===== src/rtl/srl_pkg.sv =====
// package for the sorted record list: sizes, command and status codes,
// record and shift-control types shared by the cell row and the top level
// no dependencies
`timescale 1ns / 1ps

package srl_pkg;

    localparam int CAPACITY = 32;
    localparam int IDX_W    = (CAPACITY > 1) ? $clog2(CAPACITY) : 1;
    localparam int CNT_W    = $clog2(CAPACITY + 1);

    localparam int CMD_W    = 3;
    localparam int INDEX_W  = 6;
    localparam int KEY_W    = 32;
    localparam int PRICE_W  = 32;
    localparam int TAG_W    = 32;
    localparam int STATUS_W = 2;
    localparam int COUNT_W  = 6;
    localparam int POS_W    = 5;

    localparam int IN_BITS  = CMD_W + INDEX_W + KEY_W + PRICE_W + TAG_W;
    localparam int IN_W     = ((IN_BITS + 7) / 8) * 8;
    localparam int OUT_BITS = STATUS_W + COUNT_W + POS_W + KEY_W + PRICE_W + TAG_W;
    localparam int OUT_W    = ((OUT_BITS + 7) / 8) * 8;

    typedef enum logic [CMD_W-1:0] {
        CMD_SORT_INS = 3'd0,
        CMD_DEL_KEY  = 3'd1,
        CMD_INS_IDX  = 3'd2,
        CMD_DEL_IDX  = 3'd3,
        CMD_READ     = 3'd4
    } t_cmd;

    typedef enum logic [STATUS_W-1:0] {
        ST_OK        = 2'd0,
        ST_FULL      = 2'd1,
        ST_NOT_FOUND = 2'd2,
        ST_BAD_INDEX = 2'd3
    } t_status;

    typedef struct packed {
        logic signed [KEY_W-1:0] key;
        logic [PRICE_W-1:0]      price;
        logic [TAG_W-1:0]        tag;
    } t_rec;

    // broadcast to every cell when a command is applied
    typedef struct packed {
        logic             ins;
        logic             del;
        logic [IDX_W-1:0] pos;
    } t_shift;

endpackage


===== src/rtl/srl_cell.sv =====
// one slot of the record row: holds a record, compares its key against the
// probe key and shifts to or from its neighbours; uses srl_pkg
`timescale 1ns / 1ps

module srl_cell (
    input  logic                          i_clk,
    input  logic [srl_pkg::IDX_W-1:0]     i_index,
    input  srl_pkg::t_shift               i_op,
    input  srl_pkg::t_rec                 i_new,
    input  srl_pkg::t_rec                 i_prev,
    input  srl_pkg::t_rec                 i_next,
    input  logic signed [srl_pkg::KEY_W-1:0] i_probe_key,
    output srl_pkg::t_rec                 o_rec,
    output logic                          o_gt,
    output logic                          o_eq
);
    import srl_pkg::*;

    t_rec r_rec;
    t_rec n_rec;

    always_comb begin
        n_rec = r_rec;
        if (i_op.ins) begin
            if (i_index == i_op.pos) begin
                n_rec = i_new;
            end else if (i_index > i_op.pos) begin
                n_rec = i_prev;
            end
        end else if (i_op.del) begin
            if (i_index >= i_op.pos) begin
                n_rec = i_next;
            end
        end
    end

    always_ff @(posedge i_clk) begin
        r_rec <= n_rec;
    end

    assign o_rec = r_rec;
    assign o_gt  = (r_rec.key > i_probe_key);
    assign o_eq  = (r_rec.key == i_probe_key);

endmodule


===== config.mk =====
export PLATFORM = sky130hd
export DESIGN_NAME = srl_cell
export DESIGN_NICKNAME = d
export VERILOG_FILES = /design/src/rtl/srl_pkg.sv /design/src/rtl/srl_cell.sv
export SDC_FILE = /design/constraint.sdc
export NUM_CORES = 1
export LEC_CHECK = 0
export BUFFER_PORTS_ARGS = -buffer_cell sky130_fd_sc_hd__buf_2
export CORE_AREA = 2 2 166 168
export DETAILED_ROUTE_END_ITERATION = 12
export DIE_AREA = 0 0 168 170
export SKIP_LAST_GASP = 1
export SYNTH_ARGS = -nofsm -noshare
export SYNTH_HDL_FRONTEND = slang
export SYNTH_SLANG_ARGS = --single-unit
export TNS_END_PERCENT = 20

===== constraint.sdc =====
create_clock -name i_clk -period 7.2 [get_ports i_clk]
set_clock_uncertainty 0.1 [all_clocks]
set_input_delay 0.36 -clock i_clk [delete_from_list [all_inputs] [get_ports i_clk]]
set_output_delay 0.36 -clock i_clk [all_outputs]
set_load 0.02 [all_outputs]

## After elaboration in Yosys (flattened, before gate mapping)

Cells that the tools add are included.

- Flip-flop bits (word level): 96
- Output and inout port bits: 98
- Word-level logic and storage cells: 17

- $lt $le $gt $ge: 3
- Equality and inequality tests: 3
- Muxes and demuxes: 5
- Reduce and logical (&&, ||, !) cells: 3

Operators with widths:

| kind | count |
|---|---|
| $mux W96 | 5 |
| $eq A32 B32 Y1 | 1 |
| $gt A32 B32 Y1 | 1 |
| $eq A5 B5 Y1 | 1 |
| $ge A5 B5 Y1 | 1 |
| $gt A5 B5 Y1 | 1 |
| $reduce_bool A2 Y1 | 2 |
| $ne A3 B1 Y1 const B | 1 |
| $reduce_and A3 Y1 | 1 |

## Longest topological paths before layout

Gate-level depths: netlist of the first run.

- Depth after elaboration: 4
- Depth in mapped cells: 8

## Worst setup path before layout of the first run

No wires, ideal clock.

- Kind: in2reg
- From: in i_op[2] (netlist bit)
- To: reg r_rec, in the netlist o_rec[0], enable pin
- Library setup time: 0.583 ns
- Arrival time: 5.603 ns
- Slack: 0.914 ns
- Stages: 5
- Buffers on the path: 0
- Cell sequence: inv_1 -> ha_1 -> and4_1 -> a21oi_1 -> a21oi_1

- Word-level cells in the longest chain between the ends: 3
- Elaborated cells between the ends (all ways): 6
- Those cells by class: order compare (2); eq/ne (2); reduce/logical (2)

RTL lines:

| what | line | source |
|---|---|---|
| from (decl) | srl_cell.sv:8 | `input srl_pkg::t_shift i_op,` |
| $gt A5 B5 Y1 (tied with other cells) | srl_cell.sv:27 | `end else if (i_index > i_op.pos) begin` |
| $ne A3 B1 Y1 (no source line) or $reduce_bool A2 Y1 (tied branches) | -- |  |
| $reduce_and A3 Y1 (no source line) (*) | -- |  |
| to (signal assigned) | srl_cell.sv:38 | `r_rec <= n_rec;` |
| to (decl) | srl_cell.sv:19 | `t_rec r_rec;` |

Mark *: on every way between the ends. The rest lies on a longest branch, timed or not.
A chain may end at the register's enable or synchronous reset.

## Worst setup path after layout of the first run

- From: reg r_rec, in the netlist o_rec[71]
- To: out o_gt

- Word-level cells in the longest chain between the ends: 1

RTL lines:

| what | line | source |
|---|---|---|
| $gt A32 B32 Y1 | srl_cell.sv:42 | `assign o_gt = (r_rec.key > i_probe_key);` |
| to (decl) | srl_cell.sv:14 | `output logic o_gt,` |

Every way passes these cells.

==> results.py, run 1 <==
metrics = {
    "global_routing": {
        "grt_max_degree": 114,
        "antenna_found_initial": 0,
        "first_global_vias": 5515,
        "grt.overflow.total": 0,
        "grt_first_pass_wirelength_um": 28900,
        "grtUsageTotal_pct": 13.1,
    },
    "cts": {
        "cts_sinks": 96,
        "cts_buffers": 9,
        "cts_setup_buffers": 0,
        "htree_levels": 3,
        "postCtsHoldBufs": 0,
        "clk_pin_slew_ns": 0.08,
        "cts_resized": 0,
        "cts_tree": "built",
        "clock-root-buffer": "clkbuf_16",
        "clock_path_buffers": 2,
    },
    "setup_path": {
        "path_max_fanout": 3,
        "end_kind": "output port",
        "worst_setup_path_start_kind": "flip-flop",
        "worstPathRequired_ns": 6.74,
        "arrival_ns": 2.38,
        "crit_type": "flip-flop to output port",
    },
    "final_layout": {
        "drive_gt1_share_pct": 46.9,
        "syn_to_final_growth_pct": 47.7,
        "largest_reg_flops": 96,
        "fillCellCount": 2797,
        "fin_nets": 1334,
        "n_antenna_cell": 0,
        "instances_no_fill": 1310,
        "final_cell_area_um2": 8590,
    },
    "drt": {
        "vias": 5616,
        "routed_wl_um": 19900,
        "drt_iter0_markers": 193,
        "wl_met3_um": 1350,
        "dr.pass1.iters": 4,
        "ant_nets": 0,
        "wl_met2_um": 10300,
        "dr.max_layer_used": "met4",
        "wl_per_cell_um": 15.2,
        "drc": 0,
        "via_per_inst": 4.29,
        "wl_met1_um": 7910,
    },
    "sta": {
        "hold_viol": 0,
        "max_slew.worst_pin.slew_ns": 0.878,
        "post-route-period-util_pct": 39.4,
        "slew_headroom_pct": 41.4,
        "rsz0062_at_grt": "false",
        "drv_slew": 0,
        "tns_ns": 0,
        "fmax_mhz": 352,
        "hold_slack_ns": 0.229,
        "fin_crit_ns": 2.84,
        "worst_slack_ns": 4.36,
        "setup_viol": 0,
    },
    "yosys": {
        "synth_cell_types": 30,
        "synthesis.area_um2": 5820,
        "synth-seq-cells": 96,
        "avgSynthCellArea_um2": 10.6,
        "ys_warn_count": 0,
        "synth_cells": 550,
        "seq_area_frac_synth_pct": 49.6,
        "syn-num-nets": 920,
    },
    "placed_design": {
        "place_hpwl_um": 16100,
        "dpl-instance-area_um2": 8290,
        "placed_cells": 1294,
        "globalplace.congestion": 0.854,
        "dp_slack_ns": 4.11,
        "io_buffers": 430,
    },
    "power_and_ir_drop": {
        "powerDensity_nw_per_um2": 205,
        "ir_drop_v": 0.0000943,
        "p_leak_nw": 4.67,
    },
    "floorplan": {
        "die_h_um": 170,
        "io_pins": 431,
        "core_um2": 26700,
        "rows": 60,
        "initial_core_util_pct": 21.8,
        "fp.dieW_um": 168,
        "die_area_um2": 28600,
    },
    "flow_run": {
        "maxCapViolations": 0,
    },
    "hold_path": {
        "worstHoldPathType": "primary input to flip-flop",
    },
    "status": {
        "status": "complete, no violations",
    },
}
per-layer routing:
layer | global-route usage [%] | vias to the layer above
met2 | 24.2 | 238
met5 | 0 | -
met4 | 3.97 | 0
met3 | 3.51 | 20
met1 | 14.8 | 2535
li1 | - | 2823
through the flow:
step | utilization [%] | total power, mW
final | 32.2 | 1.76
after global routing | 32.2 | 1.86
after CTS | 32.2 | 1.79
after detailed placement | 31.1 | 1.28
after global placement | 31.1 | 1.27
after floorplan | - | 1.05
worst max-delay path, stage by stage (launching register included):
cell      delay, ns
edfxtp_1       0.40
ha_1           0.32
a21oi_1        0.14
o21ai_0        0.13
a221oi_1       0.32
o211ai_2       0.18
a21oi_2        0.16
mux2i_1        0.18
buf_2          0.19
synthesized netlist by cell type:
| library cell | count | area (um^2) |
|---|---|---|
| buf_2 | 3 | 15.0 |
| and4_1 | 1 | 8.76 |
| buf_6 | 5 | 56.3 |
| nor3_1 | 1 | 5.00 |
| o21ai_1 | 1 | 5.00 |
| nor2_1 | 99 | 372 |
| a221oi_1 | 3 | 26.3 |
| inv_1 | 38 | 143 |
| nand2_1 | 8 | 30.0 |
| ha_1 | 37 | 463 |
| o211ai_2 | 1 | 12.5 |
| nand4_1 | 7 | 43.8 |
| nand2_2 | 1 | 6.26 |
| a211oi_1 | 1 | 7.51 |
| nand3_1 | 2 | 10.0 |
| a21oi_1 | 109 | 546 |
| edfxtp_1 | 96 | 2880 |
| mux2i_1 | 97 | 971 |
| nor4_1 | 3 | 18.8 |
| a21o_1 | 2 | 15.0 |
| a2111o_1 | 1 | 11.3 |
| nand4_2 | 1 | 12.5 |
| o21ai_0 | 4 | 20.0 |
| and2_1 | 1 | 6.26 |
| nand2b_1 | 1 | 6.26 |
| o211ai_1 | 1 | 7.51 |
| a21oi_2 | 1 | 8.76 |
| clkbuf_1 | 21 | 78.8 |
| buf_4 | 2 | 15.0 |
| nor2b_1 | 2 | 12.5 |
cell usage in the layout (no fill, tap or decap), types with 2 or more instances in the layout:
cell type,n
mux2i_1,97
nor2b_1,2
nor4_1,3
buf_2,429
a21oi_1,108
clkbuf_16,9
inv_6,2
buf_4,4
nand4_1,7
nor2_1,99
nand3_1,2
nand2_1,8
a21o_1,2
edfxtp_1,96
clkinvlp_4,2
inv_1,38
a221oi_1,3
ha_1,37
o21ai_0,4
where the power goes:
group	internal, mW	switching, mW	leakage, nW
Sequential	0.720	0.0319	0.925
Combinational	0.199	0.307	3.60
Clock	0.272	0.229	0.139
cell families (layout without fill, tap and decap cells):
logic type | after synthesis | count (layout) | share of synthesized area [%]
AOI/OAI and AO/OA | 124 | 124 | 11.3
adders and majority gates | 37 | 37 | 7.96
buffers and inverters | 69 | 488 | 5.29
DFF | 96 | 96 | 49.6
muxes | 97 | 97 | 16.7
and+or+nand+nor | 127 | 127 | 9.14
path summary, 6_finish.rpt:
check / slack (ns) / end / from / depth (start not counted)
setup / recovery: 4.36 / o_gt / o_rec[71] / 8
hold / removal: 0.23 / o_rec[54] / i_next[54] / 3
layout make-up:
cell class / count / area, um^2 / area share (%)
clock inverters: 6 / 67.6 / 0.787
well taps: 341 / 427 / 4.97
repair buffers: 434 / 2190 / 25.5
multi-input cells: 385 / 2650 / 30.9
clock buffers: 10 / 229 / 2.67
flip-flops and latches: 96 / 2880 / 33.6
inverters: 38 / 143 / 1.66
Power figures use the tool's default switching activity.
==> inputs of run 2 (changes only) <==
--- a/config.mk
+++ b/config.mk
@@ -6,9 +6,9 @@
 export NUM_CORES = 1
 export LEC_CHECK = 0
 export BUFFER_PORTS_ARGS = -buffer_cell sky130_fd_sc_hd__buf_2
-export CORE_AREA = 2 2 166 168
+export CORE_AREA = 2 2 167 169
 export DETAILED_ROUTE_END_ITERATION = 12
-export DIE_AREA = 0 0 168 170
+export DIE_AREA = 0 0 169 171
 export SKIP_LAST_GASP = 1
 export SYNTH_ARGS = -nofsm -noshare
 export SYNTH_HDL_FRONTEND = slang
==> constraint.sdc (replaced) <==
create_clock -name i_clk -period 2.5 [get_ports i_clk]
set_clock_uncertainty 0.1 [all_clocks]
set_input_delay 0.125 -clock i_clk [delete_from_list [all_inputs] [get_ports i_clk]]
set_output_delay 0.125 -clock i_clk [all_outputs]
set_load 0.02 [all_outputs]
==> results.py, run 2 (synthesized netlist as in run 1, its figures left out) <==
metrics = {
    "power_and_ir_drop": {
        "seqPwrFrac_pct": 40.6,
        "ir_drop_v": 0.000272,
        "pwr-share-comb_pct": 30.6,
        "p_leak_nw": 4.92,
        "switching_share_pct": 31.7,
        "p_sw_mw": 1.70,
        "p_clk_share_pct": 28.8,
        "powerDensity_nw_per_um2": 570,
        "p_int_mw": 3.65,
    },
    "floorplan": {
        "core_um2": 27300,
        "io_pins": 431,
        "die_h_um": 171,
        "initial_core_util_pct": 21.3,
        "fp.dieW_um": 169,
        "rows": 61,
        "die_area_um2": 28900,
    },
    "setup_path": {
        "endpoint": "o_gt",
        "crit_type": "flip-flop to output port",
        "worst_setup_path_start_kind": "flip-flop",
        "path_max_fanout": 2,
        "startpoint": "o_rec[93]",
        "worstPathRequired_ns": 2.28,
        "end_kind": "output port",
        "arrival_ns": 2.25,
    },
    "sta": {
        "slew_headroom_pct": 72.0,
        "setup_viol": 0,
        "drv_slew": 0,
        "post-route-period-util_pct": 99.1,
        "tns_ns": 0,
        "fin_crit_ns": 2.48,
        "hold_viol": 0,
        "fmax_mhz": 403,
        "rsz0062_at_grt": "true",
        "worst_slack_ns": 0.0213,
        "hold_slack_ns": 0.0171,
        "max_slew.worst_pin.slew_ns": 0.420,
    },
    "final_layout": {
        "final_common_cell": "buf_2",
        "largest_reg_flops": 96,
        "final_cell_mix": "buf_2, a21oi_1, nor2_1, mux2i_1, edfxtp_1",
        "drive_gt1_share_pct": 49.0,
        "fin_util_pct": 34.3,
        "syn_to_final_growth_pct": 61.3,
        "final_cell_area_um2": 9380,
        "fin_nets": 1378,
        "fillCellCount": 2846,
    },
    "drt": {
        "wl_per_cell_um": 15.2,
        "routed_wl_um": 20700,
        "drc": 0,
        "vias": 5733,
        "ant_nets": 0,
        "dr.pass1.iters": 4,
        "via_per_inst": 4.21,
        "drt_iter0_markers": 222,
    },
    "hold_path": {
        "worstHoldPathType": "primary input to flip-flop",
        "hold_depth": 3,
    },
    "placed_design": {
        "globalplace.congestion": 0.863,
        "dpl-instance-area_um2": 8490,
        "dp_slack_ns": 0.289,
        "io_buffers": 430,
        "place_hpwl_um": 16800,
    },
    "global_routing": {
        "grt_max_degree": 80,
        "grt.overflow.total": 0,
        "first_global_vias": 5383,
        "grtUsageTotal_pct": 13.2,
        "antenna_found_initial": 3,
        "grt_first_pass_wirelength_um": 29000,
    },
    "cts": {
        "cts_sinks": 96,
        "cts_buffers": 9,
        "clk_pin_slew_ns": 0.07,
        "htree_levels": 3,
        "clock-root-buffer": "clkbuf_16",
        "clock_path_buffers": 2,
        "cts_tree": "built",
    },
    "flow_run": {
        "maxCapViolations": 0,
    },
    "status": {
        "status": "complete, no violations",
    },
}
[run 2: worst min path at each step]
stage                            to  startpoint  slack (ns)
final                     o_rec[15]  i_next[15]        0.02
after global routing      o_rec[66]  i_next[66]     -0.0002
after CTS                 o_rec[21]  i_next[21]       0.001
after detailed placement  o_rec[23]  i_next[23]        0.35
after global placement    o_rec[54]  i_next[54]        0.34
after floorplan            o_rec[0]   i_next[0]        0.25
[run 2: final cells by class]
class	count	area (um^2)	share of cell area, %
Clock inverter	7	103	1.09
Clock buffer	9	225	2.40
Sequential cell	96	2880	30.7
Multi-Input combinational cell	385	2910	31.0
Antenna cell	2	5.00	0.0534
Timing Repair Buffer	478	2660	28.4
Inverter	38	160	1.71
Tap cell	346	433	4.62
[run 2: what timing repair did]
| action | CTS | global route |
|---|---|---|
| setup endpoints to repair | 1 | 2 |
| buffers inserted | 1 | 5 |
| gates resized for setup | 13 | 10 |
| endpoints found under the hold margin | 31 | 0 |
| pin swaps | 7 | 9 |
| hold buffers | 31 | 0 |
[run 2: metrics by stage]
stage / instances / power (mW)
6_report: 1361 / 5.35
5_1_grt: 1360 / 5.64
4_1_cts: 1354 / 5.39
3_5_place_dp: 1306 / 3.72
3_3_place_gp: 1306 / 3.69
2_1_floorplan: 550 / 3.01
[run 2: worst max-delay path, stage by stage (launching register included)]
cell and delay [ns]:
edfxtp_1 0.39, ha_1 0.30, a21o_1 0.16, a21o_1 0.18, a221oi_2 0.26, o21ai_1 0.13
a21oi_2 0.13, mux2i_1 0.20, buf_4 0.16
[run 2: per-layer routing]
layer	share of wire, %	vias to the layer above	global-route usage (%)
li1	-	2921	-
met1	40	2549	15.2
met2	52	237	24.3
met3	6.6	24	3.28
met4	1.8	2	3.83
met5	0.034	-	0
[run 2: power groups by stage]
stage / sequential [mW] / combinational, mW / clock [mW]
after floorplan: 2.51 / 0.500 / 0
after global placement: 2.18 / 1.51 / 0
after detailed placement: 2.19 / 1.53 / 0
after CTS: 2.17 / 1.61 / 1.62
after global routing: 2.19 / 1.79 / 1.66
final: 2.17 / 1.64 / 1.54
